$ cat src/rtl/assert_macros.svh
// assertion helpers shared by the rtl
`ifndef ASSERT_MACROS_SVH
`define ASSERT_MACROS_SVH

`ifndef ASSERT_OFF

// property holds at every edge outside reset
`define ASSERT_ALWAYS(lbl, clk, rst, cond) \
  lbl: assert property (@(posedge clk) disable iff (rst) (cond)) \
    else $error("assertion failed: condition does not hold");

// when pre holds, post holds in the next cycle
`define ASSERT_NEXT(lbl, clk, rst, pre, post) \
  lbl: assert property (@(posedge clk) disable iff (rst) (pre) |=> (post)) \
    else $error("assertion failed: next-cycle condition does not hold");

`else

`define ASSERT_ALWAYS(lbl, clk, rst, cond)
`define ASSERT_NEXT(lbl, clk, rst, pre, post)

`endif

`endif

$ cat src/rtl/mlp_pkg.sv
`default_nettype none

package mlp_pkg;

  localparam logic [7:0]  CR_CODE     = 8'd13;
  localparam logic [7:0]  CHAR_A      = 8'd65;
  localparam logic [7:0]  CHAR_Z      = 8'd90;
  localparam logic [4:0]  SYM_NONE    = 5'd0;
  localparam logic [4:0]  SYM_LAST    = 5'd26;
  localparam logic [4:0]  SYM_INVALID = 5'd27;

  localparam logic [15:0] DOT_RESET   = 16'd200;
  localparam logic [15:0] DASH_RESET  = 16'd1000;
  localparam logic [15:0] GAP_RESET   = 16'd200;
  localparam logic [15:0] ERROR_RESET = 16'd1000;

  typedef enum logic [1:0] {
    REG_DOT_TIME   = 2'd0,
    REG_DASH_TIME  = 2'd1,
    REG_GAP_TIME   = 2'd2,
    REG_ERROR_TIME = 2'd3
  } cfg_reg_t;

  // tone_led sits in bit 0
  typedef struct packed {
    logic [4:0] symbol_code;
    logic       dropped;
    logic       busy_res;
    logic       red_led;
    logic       tone_led;
  } result_t;

  // number of elements per letter, letter 0 is A
  function automatic logic [2:0] morse_len(input logic [4:0] letter);
    logic [2:0] n;
    unique case (letter)
      5'd4, 5'd19: n = 3'd1;
      5'd0, 5'd8, 5'd12, 5'd13: n = 3'd2;
      5'd3, 5'd6, 5'd10, 5'd14, 5'd17, 5'd18, 5'd20, 5'd22: n = 3'd3;
      default: n = 3'd4;
    endcase
    return n;
  endfunction

  // bit i set means element i is a dash
  function automatic logic [3:0] morse_bits(input logic [4:0] letter);
    logic [3:0] b;
    unique case (letter)
      5'd0:  b = 4'd2;
      5'd1:  b = 4'd1;
      5'd2:  b = 4'd5;
      5'd3:  b = 4'd1;
      5'd4:  b = 4'd0;
      5'd5:  b = 4'd4;
      5'd6:  b = 4'd3;
      5'd7:  b = 4'd0;
      5'd8:  b = 4'd0;
      5'd9:  b = 4'd14;
      5'd10: b = 4'd5;
      5'd11: b = 4'd2;
      5'd12: b = 4'd3;
      5'd13: b = 4'd1;
      5'd14: b = 4'd7;
      5'd15: b = 4'd6;
      5'd16: b = 4'd11;
      5'd17: b = 4'd2;
      5'd18: b = 4'd0;
      5'd19: b = 4'd1;
      5'd20: b = 4'd4;
      5'd21: b = 4'd8;
      5'd22: b = 4'd6;
      5'd23: b = 4'd9;
      5'd24: b = 4'd13;
      5'd25: b = 4'd3;
      default: b = 4'd0;
    endcase
    return b;
  endfunction

  function automatic logic [15:0] at_least_one(input logic [15:0] v);
    return (v == 16'd0) ? 16'd1 : v;
  endfunction

endpackage

`default_nettype wire

$ cat src/rtl/morse_line_player.sv
// channel  | dir | tdata                     | tuser
// s_axis   | in  | [7:0] byte_value          | mode (0 byte, 1 tick)
// m_axis   | out | tone_led, red_led,        | -
//          |     | busy_res, dropped,        |
//          |     | symbol_code[4:0], 0 pad   |
// cfg      | in  | cfg_we, cfg_addr, cfg_data (dot, dash, gap, error time)
//
// one request per clock while s_tready is high: the whole step is done in the cycle it is
// accepted and the result lands in a two-entry output queue
// the line buffer read is registered and kept one character ahead of playback
// s_tready drops only while both output entries wait to be taken
// rst (synchronous) empties the line, stops playback and loads the default times
`default_nettype none
`include "assert_macros.svh"

module morse_line_player
  import mlp_pkg::*;
#(
  parameter int LINE_DEPTH = 128
) (
  input  wire logic        clk,
  input  wire logic        rst,
  input  wire logic        s_tvalid,
  output logic             s_tready,
  input  wire logic [7:0]  s_tdata,   // [7:0] byte_value
  input  wire logic        s_tuser,   // [0] mode
  output logic             m_tvalid,
  input  wire logic        m_tready,
  output logic [15:0]      m_tdata,   // [0] tone_led, [1] red_led, [2] busy_res,
                                      // [3] dropped, [8:4] symbol_code, rest zero
  input  wire logic        cfg_we,
  input  wire logic [1:0]  cfg_addr,
  input  wire logic [15:0] cfg_data
);

  localparam int ADDR_W = (LINE_DEPTH > 1) ? $clog2(LINE_DEPTH) : 1;
  localparam int CNT_W  = $clog2(LINE_DEPTH + 1);
  localparam logic [CNT_W-1:0] DEPTH_CNT = CNT_W'(LINE_DEPTH);

  // configuration
  logic [15:0] dot_time, dash_time, gap_time, error_time;

  always_ff @(posedge clk) begin
    if (rst) begin
      dot_time   <= DOT_RESET;
      dash_time  <= DASH_RESET;
      gap_time   <= GAP_RESET;
      error_time <= ERROR_RESET;
    end else if (cfg_we) begin
      unique case (cfg_reg_t'(cfg_addr))
        REG_DOT_TIME:   dot_time   <= cfg_data;
        REG_DASH_TIME:  dash_time  <= cfg_data;
        REG_GAP_TIME:   gap_time   <= cfg_data;
        REG_ERROR_TIME: error_time <= cfg_data;
      endcase
    end
  end

  // playback state
  logic             playing, playing_next;
  logic [CNT_W-1:0] fill_count, fill_count_next;
  logic [CNT_W-1:0] play_index, play_index_next;
  logic [1:0]       element_index, element_index_next;
  logic             in_gap, in_gap_next;
  logic [15:0]      tick_countdown, tick_countdown_next;
  logic [4:0]       current_symbol, current_symbol_next;

  // line buffer
  logic [7:0]       line_buffer [LINE_DEPTH];
  logic [7:0]       rd_data;
  logic             mem_we;
  logic [ADDR_W-1:0] wr_addr, rd_addr;
  logic [CNT_W-1:0] rd_cnt;

  // output queue
  result_t          q0, q1;
  logic [1:0]       out_cnt;
  result_t          res;
  logic             accept, pop;

  assign s_tready = (out_cnt != 2'd2);
  assign accept   = s_tvalid && s_tready;
  assign pop      = m_tvalid && m_tready;
  assign m_tvalid = (out_cnt != 2'd0);
  assign m_tdata  = {7'd0, q0};

  // character load, shared by the carriage return and the end of a character
  logic             cr_start;
  logic [CNT_W-1:0] load_idx;
  logic             load_end;
  logic             load_letter;
  logic [4:0]       load_pos;
  logic [3:0]       load_bits;
  logic [15:0]      load_cd;

  // element step within the current letter
  logic [4:0]       cur_pos;
  logic [3:0]       cur_bits;
  logic [2:0]       cur_len;
  logic [1:0]       elem_inc;
  logic             more_elems;
  logic [15:0]      elem_cd;
  logic [15:0]      cd_dec;
  logic             dropped;

  always_comb begin
    load_letter = (rd_data >= CHAR_A) && (rd_data <= CHAR_Z);
    load_pos    = 5'(rd_data - CHAR_A);
    load_bits   = morse_bits(load_pos);
    if (load_letter) begin
      load_cd = at_least_one(load_bits[0] ? dash_time : dot_time);
    end else begin
      load_cd = at_least_one(error_time);
    end

    cur_pos    = 5'(current_symbol - 5'd1);
    cur_bits   = morse_bits(cur_pos);
    cur_len    = morse_len(cur_pos);
    elem_inc   = 2'(element_index + 2'd1);
    more_elems = ({1'b0, element_index} + 3'd1) < cur_len;
    elem_cd    = at_least_one(cur_bits[elem_inc] ? dash_time : dot_time);
    cd_dec     = (tick_countdown != 16'd0) ? 16'(tick_countdown - 16'd1) : 16'd0;
  end

  always_comb begin
    playing_next        = playing;
    fill_count_next     = fill_count;
    play_index_next     = play_index;
    element_index_next  = element_index;
    in_gap_next         = in_gap;
    tick_countdown_next = tick_countdown;
    current_symbol_next = current_symbol;
    mem_we              = 1'b0;
    dropped             = 1'b0;
    cr_start            = 1'b0;
    load_idx            = CNT_W'(play_index + CNT_W'(1));
    load_end            = 1'b0;

    if (accept) begin
      if (s_tuser) begin
        if (playing) begin
          tick_countdown_next = cd_dec;
          if (cd_dec == 16'd0) begin
            priority if ((current_symbol == SYM_INVALID) || (current_symbol == SYM_NONE)) begin
              load_end = 1'b1;
            end else if (!in_gap && (gap_time != 16'd0)) begin
              in_gap_next         = 1'b1;
              tick_countdown_next = gap_time;
            end else if (more_elems) begin
              element_index_next  = elem_inc;
              in_gap_next         = 1'b0;
              tick_countdown_next = elem_cd;
            end else begin
              load_end = 1'b1;
            end
          end
        end
      end else if (playing) begin
        dropped = 1'b1;
      end else if (s_tdata == CR_CODE) begin
        if (fill_count != '0) begin
          cr_start = 1'b1;
          load_idx = '0;
        end
      end else if (fill_count < DEPTH_CNT) begin
        mem_we          = 1'b1;
        fill_count_next = CNT_W'(fill_count + CNT_W'(1));
      end else begin
        dropped = 1'b1;
      end
    end

    // load_end here means "advance to the next character"
    if (cr_start || load_end) begin
      play_index_next    = load_idx;
      element_index_next = 2'd0;
      in_gap_next        = 1'b0;
      if (load_idx >= fill_count) begin
        playing_next        = 1'b0;
        fill_count_next     = '0;
        play_index_next     = '0;
        tick_countdown_next = 16'd0;
        current_symbol_next = SYM_NONE;
      end else begin
        playing_next        = 1'b1;
        tick_countdown_next = load_cd;
        current_symbol_next = load_letter ? 5'(load_pos + 5'd1) : SYM_INVALID;
      end
    end

    res.tone_led    = playing_next && (current_symbol_next != SYM_NONE)
                      && (current_symbol_next <= SYM_LAST) && !in_gap_next;
    res.red_led     = playing_next && (current_symbol_next == SYM_INVALID);
    res.busy_res    = playing_next;
    res.dropped     = dropped;
    res.symbol_code = playing_next ? current_symbol_next : SYM_NONE;
  end

  // keep the read one character ahead of the one being shown
  always_comb begin
    wr_addr = fill_count[ADDR_W-1:0];
    rd_cnt  = playing_next ? CNT_W'(play_index_next + CNT_W'(1)) : '0;
    rd_addr = rd_cnt[ADDR_W-1:0];
  end

  always_ff @(posedge clk) begin
    if (mem_we) begin
      line_buffer[wr_addr] <= s_tdata;
    end
    // write-through so a byte just stored is seen by the next carriage return
    if (mem_we && (wr_addr == rd_addr)) begin
      rd_data <= s_tdata;
    end else begin
      rd_data <= line_buffer[rd_addr];
    end
  end

  always_ff @(posedge clk) begin
    if (rst) begin
      playing        <= 1'b0;
      fill_count     <= '0;
      play_index     <= '0;
      element_index  <= 2'd0;
      in_gap         <= 1'b0;
      tick_countdown <= 16'd0;
      current_symbol <= SYM_NONE;
    end else begin
      playing        <= playing_next;
      fill_count     <= fill_count_next;
      play_index     <= play_index_next;
      element_index  <= element_index_next;
      in_gap         <= in_gap_next;
      tick_countdown <= tick_countdown_next;
      current_symbol <= current_symbol_next;
    end
  end

  // two-entry output queue, head in q0
  always_ff @(posedge clk) begin
    if (rst) begin
      out_cnt <= 2'd0;
    end else begin
      out_cnt <= 2'(out_cnt + {1'b0, accept} - {1'b0, pop});
    end
  end

  always_ff @(posedge clk) begin
    if (pop) begin
      q0 <= (out_cnt == 2'd2) ? q1 : res;
      if (accept && (out_cnt == 2'd2)) begin
        q1 <= res;
      end
    end else if (accept) begin
      if (out_cnt == 2'd0) begin
        q0 <= res;
      end else begin
        q1 <= res;
      end
    end
  end

  `ASSERT_ALWAYS(a_play_has_line, clk, rst, !playing || (fill_count != '0))
  `ASSERT_ALWAYS(a_idle_clean, clk, rst,
    playing || ((play_index == '0) && (tick_countdown == 16'd0)
                && (current_symbol == SYM_NONE)))
  `ASSERT_ALWAYS(a_gap_on_letter, clk, rst,
    !in_gap || (playing && (current_symbol != SYM_NONE) && (current_symbol != SYM_INVALID)))
  `ASSERT_NEXT(a_no_store_while_playing, clk, rst,
    accept && !s_tuser && playing, $stable(fill_count))
  `ASSERT_ALWAYS(a_queue_bound, clk, rst, out_cnt != 2'd3)

endmodule

`default_nettype wire
$ cat config.mk
export PLATFORM = sky130hd
export DESIGN_NAME = morse_line_player
export DESIGN_NICKNAME = d
export VERILOG_FILES = /design/src/rtl/mlp_pkg.sv /design/src/rtl/morse_line_player.sv
export VERILOG_INCLUDE_DIRS = /design/src /design/src/rtl
export SDC_FILE = /design/constraint.sdc
export NUM_CORES = 1
export LEC_CHECK = 0
export BUFFER_PORTS_ARGS = -buffer_cell sky130_fd_sc_hd__buf_2
export CORE_MARGIN = 2
export CORE_UTILIZATION = 44
export CTS_BUF_LIST = sky130_fd_sc_hd__clkbuf_2 sky130_fd_sc_hd__clkbuf_4 sky130_fd_sc_hd__clkbuf_8
export DETAILED_ROUTE_END_ITERATION = 8
export SYNTH_ARGS = -nofsm -noshare
export SYNTH_HDL_FRONTEND = slang
export SYNTH_SLANG_ARGS = --single-unit
$ cat constraint.sdc
create_clock -name clk -period 4.7 [get_ports clk]
set_input_delay 0.705 -clock clk [delete_from_list [all_inputs] [get_ports clk]]
set_output_delay 0.705 -clock clk [all_outputs]
set_load 0.01 [all_outputs]
# [Word-level counts from Yosys, hierarchy flattened]
# Memories as Yosys holds them, arrays and structs flattened. A register that Yosys moved wholly into a read port is not among the register bits.
# Cells that the tools add are included.
[totals] register_bits=125 latchBits=0 ram_bits=1024 rom_bits=352 in_bits=32 out_inout_bits=18 elab_cells=174 mem_count=4
[classes] addsub=11 n_mul=0 n_div=0 n_lt_le_gt_ge=7 eq_ne=10 shifts=0 n_mux=79 bitwise=2 reduce_logical=39
[memory_table] memory="line_buffer" words=128 word_bits=8 rd=1 rd_clocked_by_memory_dff=1 write_ports=1 line_no="morse_line_player.sv:69" source="logic [7:0] line_buffer [LINE_DEPTH];"
[memory_table] memory="(name not given)" words=32 word_bits=4 rd=1 rd_clocked_by_memory_dff=0 write_ports=0 line_no="mlp_pkg.sv:48" source="unique case (letter)"
[memory_table] memory="(name not given)" words=32 word_bits=4 rd=1 rd_clocked_by_memory_dff=0 write_ports=0 line_no="mlp_pkg.sv:48"
[memory_table] memory="(name not given)" words=32 word_bits=3 rd=1 rd_clocked_by_memory_dff=0 write_ports=0 line_no="mlp_pkg.sv:36" source="unique case (letter)"
[op_table] op="$mux W16" n=16
[op_table] op="$mux W8" n=14
[op_table] op="$mux W9" n=8
[op_table] op="$logic_not A16 Y1" n=4
[op_table] op="$mux W1" n=35
[op_table] op="$reduce_bool A16 Y1" n=2
[op_table] op="$mux W5" n=4
[op_table] op="$add A8 B1 Y8 const B" n=2
[op_table] op="$sub A16 B1 Y16 const B" n=1
[op_table] op="$reduce_bool A2 Y1" n=6
[op_table] op="$eq A5 B5 Y1 const B" n=2
[op_table] op="$reduce_and A2 Y1" n=5
[op_table] op="$sub A5 B1 Y5 const B" n=2
[op_table] op="$logic_and A1 B1 Y1" n=9
[op_table] op="$eq A8 B4 Y1 const B" n=1
[op_table] op="$ge A8 B7 Y1 const B" n=1
[op_table] op="$ge A8 B8 Y1" n=1
[op_table] op="$le A8 B7 Y1 const B" n=1
[op_table] op="$lt A8 B8 Y1 const B" n=1
[op_table] op="$reduce_bool A8 Y1" n=1
[op_table] op="$add A7 B1 Y7 const B" n=1
[op_table] op="$mux W7" n=1
[op_table] op="$reduce_and A7 Y1" n=1
[op_table] op="$eq A2 B2 Y1 const B" n=3
[op_table] op="20 further kinds" n=26

# [Longest topological paths before layout]
# Gate-level depths: netlist (run 1).
# An unclocked memory read counts as a cell.
[depth] ltp_word=19 ltp_mapped=24 mapped_depth_nobuf=19

# [Worst setup path before layout (run 1)]
# Ideal clock, no wire load.
[synth_path] path_kind="flip-flop to flip-flop" from="register (tool-made name)" to="register q0 (netlist bit m_tdata[0]), data pin" setup_ns=0.260 arrival_ns=4.550 required_ns=4.440 setup_slack_ns=-0.110 stages_incl_launch_ff=20 n_path_buf=4 period_less_slack_ns=4.810 path_cell_list="dfxtp_1 -> buf_6 -> buf_2 -> buf_4 -> mux4_2 -> o221ai_2 -> a41oi_2 -> nor4_4 -> ha_1 -> nand2_1 -> a2111oi_0 -> a211oi_1 -> nand2_1 -> nand4b_1 -> and3_1 -> buf_4 -> nor2_4 -> a211oi_2 -> o311a_1 -> mux2_2"
[synth_rtl] element="end signal, assigned" line_no="morse_line_player.sv:249" source="q0 <= (out_cnt == 2'd2) ? q1 : res;"
[synth_rtl] element="end signal, assigned" line_no="morse_line_player.sv:255" source="q0 <= res;"
[synth_rtl] element="end, declared" line_no="morse_line_player.sv:76" source="result_t q0, q1;"

==> out/metrics.yaml, run 1 <==
outcome:
  status: "finished, final reports clean"
power:
  irDropWorstVdd_v: 0.000209
  power.density_mw_per_mm2: 366
  power_leakage_nw: 18.9
floorplanning:
  row_count: 120
  die_h_um: 333
  die_area_mm2: 0.111
  pin_count: 50
  core_mm2: 0.107
  die_w_um: 333
  start_util_pct: 44.5
sta:
  max_slew_margin_pct: 15.2
  setup_tns_ps: 0
  setup_slack_ps: 44.9
  maxSlewViolCount: 0
  hold_violations: 0
  rsz0062_at_grt: "true"
  fin_crit_sh_pct: 99.0
  clock.fmax_mhz: 215
  period_needed_ps: 4660
  setup_viol: 0
  finClkSkew_ps: 43.7
  worst_pin_slew_ps: 1260
place:
  port-buffer-count: 42
  pre_cts_slack_ps: -411
  gp_congestion: 0.921
  dp.final_hpwl_um: 92400
global_route:
  grt_antenna_before_repair: 3
  grt_overflow_total: 0
  grt_pass1_wl_um: 200000
  grt_pass1_vias: 29600
  grt_max_degree: 105
  grt_use_total_pct: 24.4
setup_path:
  worstSetupPathType: "reg2reg"
  required_ps: 5310
  slowest_stage: "mux4_1"
  cpPeakStageDelay_ps: 550
  endpoint_kind: "register"
  cp_max_fo: 5
  worstPathBufferInverterCount: 3
  cp-start-kind: "register"
  arrival_ps: 5260
  crit_family: "multiplexers"
  crit_chain: "buf_6 > mux4_1 > mux2_2 > o221ai_4 > a41oi_4 > nor4_4 > ha_4 > nand2_4 > nor4_4 > nor3_2 > o211ai_1 > buf_4 > buf_6 > nand3_4 > xor2_2 > nor2_2 > a211oi_4 > o311a_1 > mux2_4"
final_layout:
  drive_gt1_share_pct: 27.3
  fill_cells: 8867
  syn_to_final_growth_pct: 18.4
  nets: 3638
logic_synthesis:
  synth_cell_types: 93
  synth_edf_count: 1042
  synth_cells: 3082
  yosys_register_bits: 1156
  synth-async-reset-ratio_pct: 0
  syn_avg_cell_area_um2: 15.5
  ys_warn_count: 0
  synth_area_mm2: 0.0477
  synthFlopType: "edfxtp_1"
  synth-seq-area-share_pct: 70.4
clock_network:
  cts_buffers: 185
  htreeDepth: 4
  cts_sinks: 1156
  cts.root.buffer_cell: "clkbuf_8"
  insertion_delay_ps: 880
  cts_tree: "yes"
  hold_buffers: 0
  clk_pin_slew_ps: 60
  max-clock-path-buffers: 3
detailed_routing:
  drtPass1Iterations: 6
  drc: 0
  via_per_inst: 5.85
  drtIter0Drc: 3425
  vias: 30000
  antenna_left: 0
  wl_um: 137000
  wl_per_cell_um: 26.7
hold_path:
  hold_path_class: "in2reg"
flow_run:
  drv_cap: 0
report_power, final:
group	switching, W	internal (W)
clock	0.00410	0.00457
combinational	0.000457	0.000198
sequential	0.0000584	0.0113
total	0.00461	0.0161
cell usage after synthesis (8+ instances only):
library cell | n | area, µm²
a2111oi_0 | 9 | 78.8
a211o_1 | 11 | 96.3
a211oi_1 | 29 | 218
a21o_1 | 11 | 82.6
a21oi_1 | 127 | 636
a22oi_1 | 33 | 248
a31oi_1 | 22 | 138
and2_1 | 8 | 50.1
and3_1 | 17 | 106
buf_1 | 9 | 33.8
buf_2 | 24 | 120
buf_4 | 31 | 233
buf_6 | 18 | 203
clkbuf_1 | 78 | 293
dfxtp_1 | 114 | 2280
edfxtp_1 | 1042 | 31300
ha_1 | 31 | 388
inv_1 | 38 | 143
mux2_2 | 29 | 327
mux2i_1 | 96 | 961
mux4_1 | 9 | 236
mux4_2 | 144 | 3240
nand2_1 | 246 | 923
nand2b_1 | 17 | 106
nand3_1 | 64 | 320
nand3b_1 | 20 | 150
nand4_1 | 10 | 62.6
nor2_1 | 292 | 1100
nor2b_1 | 26 | 163
nor3_1 | 94 | 470
nor3b_1 | 25 | 188
nor4_1 | 29 | 181
nor4b_1 | 24 | 210
o211ai_1 | 14 | 105
o21ai_0 | 63 | 315
o22ai_1 | 19 | 119
o311ai_0 | 9 | 78.8
o31ai_1 | 13 | 97.6
or2_2 | 8 | 50.1
or3_1 | 14 | 87.6
xnor2_1 | 16 | 140
xor2_1 | 23 | 201
cell families after synthesis:
logic type	Yosys count	share of synthesized area (%)
buffers and inverters	205	2.30
adders and majority gates	31	0.814
other	1	0.00787
muxes	280	10.0
AOI/OAI and AO/OA	441	6.25
and+or+nand+nor	929	9.45
xor gates and xnor gates	39	0.716
DFF	1156	70.4
metal layers:
layer	routed length, µm	vias to the layer above	part of all wire (%)	track usage (%)
li1	-	13100	-	-
met1	55800	15200	41	33.4
met2	66000	1421	48	39.3
met3	11100	264	8.1	4.72
met4	3940	0	2.9	8.24
met5	0	-	0	0
cell type report:
cell class / count / area (µm²) / area share, %
sequential: 1156 / 33600 / 59.5
antenna: 1 / 2.50 / 0.00443
clock inverter: 93 / 693 / 1.23
tap: 1403 / 1760 / 3.11
timing repair buffer: 464 / 3810 / 6.75
inverter: 41 / 154 / 0.273
clock buffer: 241 / 3010 / 5.33
multi-input combinational: 1727 / 13400 / 23.8
metrics by stage:
| stage | hold slack [ps] | instance area [µm²] | total power (W) | utilization (%) | std cells |
|---|---|---|---|---|---|
| 2_1_floorplan | 436 | 47700 | 0.0118 | - | 3088 |
| 3_3_place_gp | 448 | 51900 | 0.0122 | 48.4 | 4753 |
| 3_5_place_dp | 449 | 51900 | 0.0122 | 48.4 | 4753 |
| 4_1_cts | 54.3 | 55800 | 0.0208 | 52.1 | 5098 |
| 5_1_grt | 80.7 | 56400 | 0.0213 | 52.6 | 5126 |
| 6_report | 116 | 56400 | 0.0207 | 52.6 | 5126 |
placed cells by master (no fill, tap or decap), types with 12 or more instances in the layout:
| cell | count |
|---|---|
| edfxtp_1 | 1042 |
| o211ai_1 | 14 |
| clkinv_1 | 46 |
| o22ai_1 | 18 |
| nor4b_1 | 24 |
| nor2b_1 | 24 |
| o31ai_1 | 12 |
| xnor2_1 | 15 |
| a211oi_1 | 28 |
| buf_4 | 388 |
| o21ai_0 | 60 |
| a22oi_1 | 33 |
| buf_2 | 34 |
| clkinv_2 | 26 |
| nand2_1 | 242 |
| ha_1 | 30 |
| and3_1 | 17 |
| buf_12 | 26 |
| a31oi_1 | 20 |
| nor4_1 | 24 |
| or3_1 | 14 |
| a21oi_1 | 127 |
| dfxtp_1 | 110 |
| mux2i_1 | 91 |
| nor3_1 | 92 |
| nor2_1 | 292 |
| nand2b_1 | 14 |
| inv_1 | 38 |
| nand3b_1 | 20 |
| nand3_1 | 60 |
| xor2_1 | 20 |
| mux2_2 | 27 |
| nor3b_1 | 22 |
| mux4_2 | 144 |
| clkbuf_8 | 192 |
| clkbuf_4 | 50 |
flip-flops by register name, summed over array words and instances, names as in the netlist, 9 cells and up, named ones only:
| name | cells |
|---|---|
| m_tdata | 9 |
| tick_countdown | 16 |
| dot_time | 16 |
| q1 | 9 |
| dash_time | 16 |
| line_buffer | 1024 |
| error_time | 16 |
| gap_time | 16 |
timing repair:
item,4_1_cts,5_1_grt
pin swaps,6,24
gates resized for setup,20,75
endpoints found under the setup margin,28,20
setup buffers,11,27
worst reg2reg max path, stage by stage, from the launching register on:
cell and delay (ps):
dfxtp_4 360, buf_6 140, mux4_1 550, mux2_2 300, o221ai_4 230, a41oi_4 210, nor4_4 320, ha_4 220
nand2_4 80, nor4_4 280, nor3_2 90, o211ai_1 180, buf_4 200, buf_6 100, nand3_4 80, xor2_2 190
nor2_2 190, a211oi_4 60, o311a_1 380, mux2_4 260
final timing paths:
| check | from | to | slack (ps) | cells after the start |
|---|---|---|---|---|
| hold reg to reg | error_time[0] | error_time[0] | 460 | 2 |
| setup / recovery | register | m_tdata[0] | 40 | 19 |
| hold / removal | s_tdata[1] | line_buffer[125][1] | 120 | 1 |
| setup reg to reg | register | m_tdata[0] | 40 | 19 |
Power figures use the tool's default switching activity.
==> run 2: changes to the inputs <==
- CORE_UTILIZATION: 44 -> 45
==> run 2 against run 1 <==
Compared with the run above: worst setup slack improved by 26 ps; highest routed layer unchanged; fmax rose by 0.56%; clock skew fell by 1.4 ps; register-to-register slack improved by 30 ps; flip-flop and latch count did not move; critical path depth did not move.
==> out/metrics.yaml, run 2 (synthesized netlist as in run 1, its figures left out) <==
detailed_routing:
  top_layer_used: "met4"
  drtPass1Iterations: 6
  vias: 29700
  drc: 0
  wl_per_cell_um: 27.0
  antenna_left: 0
  wl_met2_um: 64500
  drtIter0Drc: 3488
  via_per_inst: 5.89
  wl_um: 136000
  wl_met1_um: 55900
  route.met3.wl_um: 11200
global_route:
  grt_use_total_pct: 25.1
  grt_overflow_total: 0
  grt_pass1_vias: 29700
  grt_max_degree: 97
  grt_pass1_wl_um: 198000
  grt_antenna_before_repair: 2
final_layout:
  fill_cells: 8589
  largest_reg_flops: 1024
  top_register: "line_buffer"
  final_cell_mix: "1042 x edfxtp_1, 332 x buf_4, 291 x nor2_1"
  mostFrequentLayoutCell: "edfxtp_1"
  final_area_mm2: 0.0558
  drive_gt1_share_pct: 25.9
  syn_to_final_growth_pct: 17.1
  nets: 3577
  layout.cells.non_filler: 5044
setup_path:
  r2r.worst_path.cells: 19
  cp_max_fo: 13
  cp-start-kind: "register"
  endpoint_kind: "register"
  required_ps: 5320
  r2r_slack_ps: 70
  rr_endpoint: "m_tdata[0]"
  arrival_ps: 5250
  worstSetupPathType: "reg2reg"
sta:
  finClkSkew_ps: 42.3
  hold_violations: 0
  setup_tns_ps: 0
  setup_slack_ps: 70.7
  period_needed_ps: 4630
  rsz0062_at_grt: "true"
  maxSlewViolCount: 0
  fin_crit_sh_pct: 98.5
  hold_ws_ps: 110
  max_slew_margin_pct: 18.7
  setup_viol: 0
  worst_pin_slew_ps: 1210
  clock.fmax_mhz: 216
power:
  intPower_w: 0.0161
  power_leakage_nw: 18.5
  comb_power_share_pct: 3.2
  power.density_mw_per_mm2: 368
  power_frac_clock_pct: 41.6
  irDropWorstVdd_v: 0.000194
  sw_frac_of_total_pct: 21.9
  p_sw_w: 0.00451
  p_seq_share_pct: 55.2
hold_path:
  hold_path_class: "in2reg"
  hold_depth: 3
  hold_end: "error_time[12]"
  hp-start: "cfg_data[12]"
outcome:
  status: "finished, final reports clean"
floorplanning:
  die_w_um: 329
  pin_count: 50
  row_count: 119
  die_area_mm2: 0.109
  die_h_um: 329
  start_util_pct: 45.4
  core_mm2: 0.105
clock_network:
  cts.root.buffer_cell: "clkbuf_8"
  cts_buffers: 186
  htreeDepth: 4
  max-clock-path-buffers: 3
  cts_tree: "yes"
  clk_pin_slew_ps: 60
  cts_sinks: 1156
  insertion_delay_ps: 870
place:
  dp.cells: 4698
  dpl-instance-area_mm2: 0.0516
  gp_congestion: 0.925
  pre_cts_slack_ps: -374
  port-buffer-count: 42
  dp.final_hpwl_um: 91000
flow_run:
  drv_cap: 0
## run 2: power groups by stage
stage                     clock [W]  sequential, W  combinational [W]
after global routing        0.00916         0.0113           0.000718
after floorplan                   0         0.0115           0.000259
after detailed placement          0         0.0116           0.000630
after global placement            0         0.0116           0.000607
after CTS                   0.00870         0.0113           0.000633
final                       0.00855         0.0113           0.000666
## run 2: per-layer routing
metal / vias to the layer above / GRT usage, %
met5: - / 0
met4: 0 / 9.27
met3: 262 / 5.29
met2: 1376 / 39.9
met1: 15100 / 34.1
li1: 13000 / -
## run 2: layout make-up
type                            instances  area [µm²]  area share (%)
Multi-Input combinational cell       1727       13300            23.9
Tap cell                             1391        1740            3.12
Antenna cell                            1        2.50         0.00448
Sequential cell                      1156       33600            60.2
Clock buffer                          262        3200            5.73
Inverter                               41         154           0.276
Clock inverter                         64         448           0.803
Timing Repair Buffer                  402        3340            5.99
## run 2: worst max-delay path by stage
stage	depth (start not counted)	startpoint	end	slack, ps
3_5_place_dp	19	register	tick_countdown[9]	-370
2_1_floorplan	20	register	m_tdata[0]	-30
3_3_place_gp	19	register	m_tdata[0]	-310
6_report	19	register	m_tdata[0]	70
5_1_grt	19	register	m_tdata[0]	-90
4_1_cts	19	register	tick_countdown[15]	70
## run 2: stage by stage
stage	util [%]	power, W
3_5_place_dp	49.1	0.0122
3_3_place_gp	49.1	0.0122
6_report	53.1	0.0206
2_1_floorplan	-	0.0118
5_1_grt	53.1	0.0212
4_1_cts	52.7	0.0207
## run 2: critical path, cell delays in order (launching register included)
cell	delay (ps)
dfxtp_4	490
buf_6	180
buf_12	170
mux4_1	290
mux2_2	280
o221ai_2	200
a41oi_4	200
nor4_4	280
ha_2	270
nand2_2	130
a2111oi_4	260
a211oi_2	100
nand2_2	150
nand4b_1	140
and3_4	220
buf_6	130
nor2_4	140
a211oi_4	70
o311a_1	390
mux2_4	260
## run 2: repair_timing
item                       4_1_cts  5_1_grt
hold buffers                     0        0
pin swaps                        0       19
setup endpoints to repair       25       23
gates cloned                     0        2
setup buffers                    5       12
resized for setup               10       54
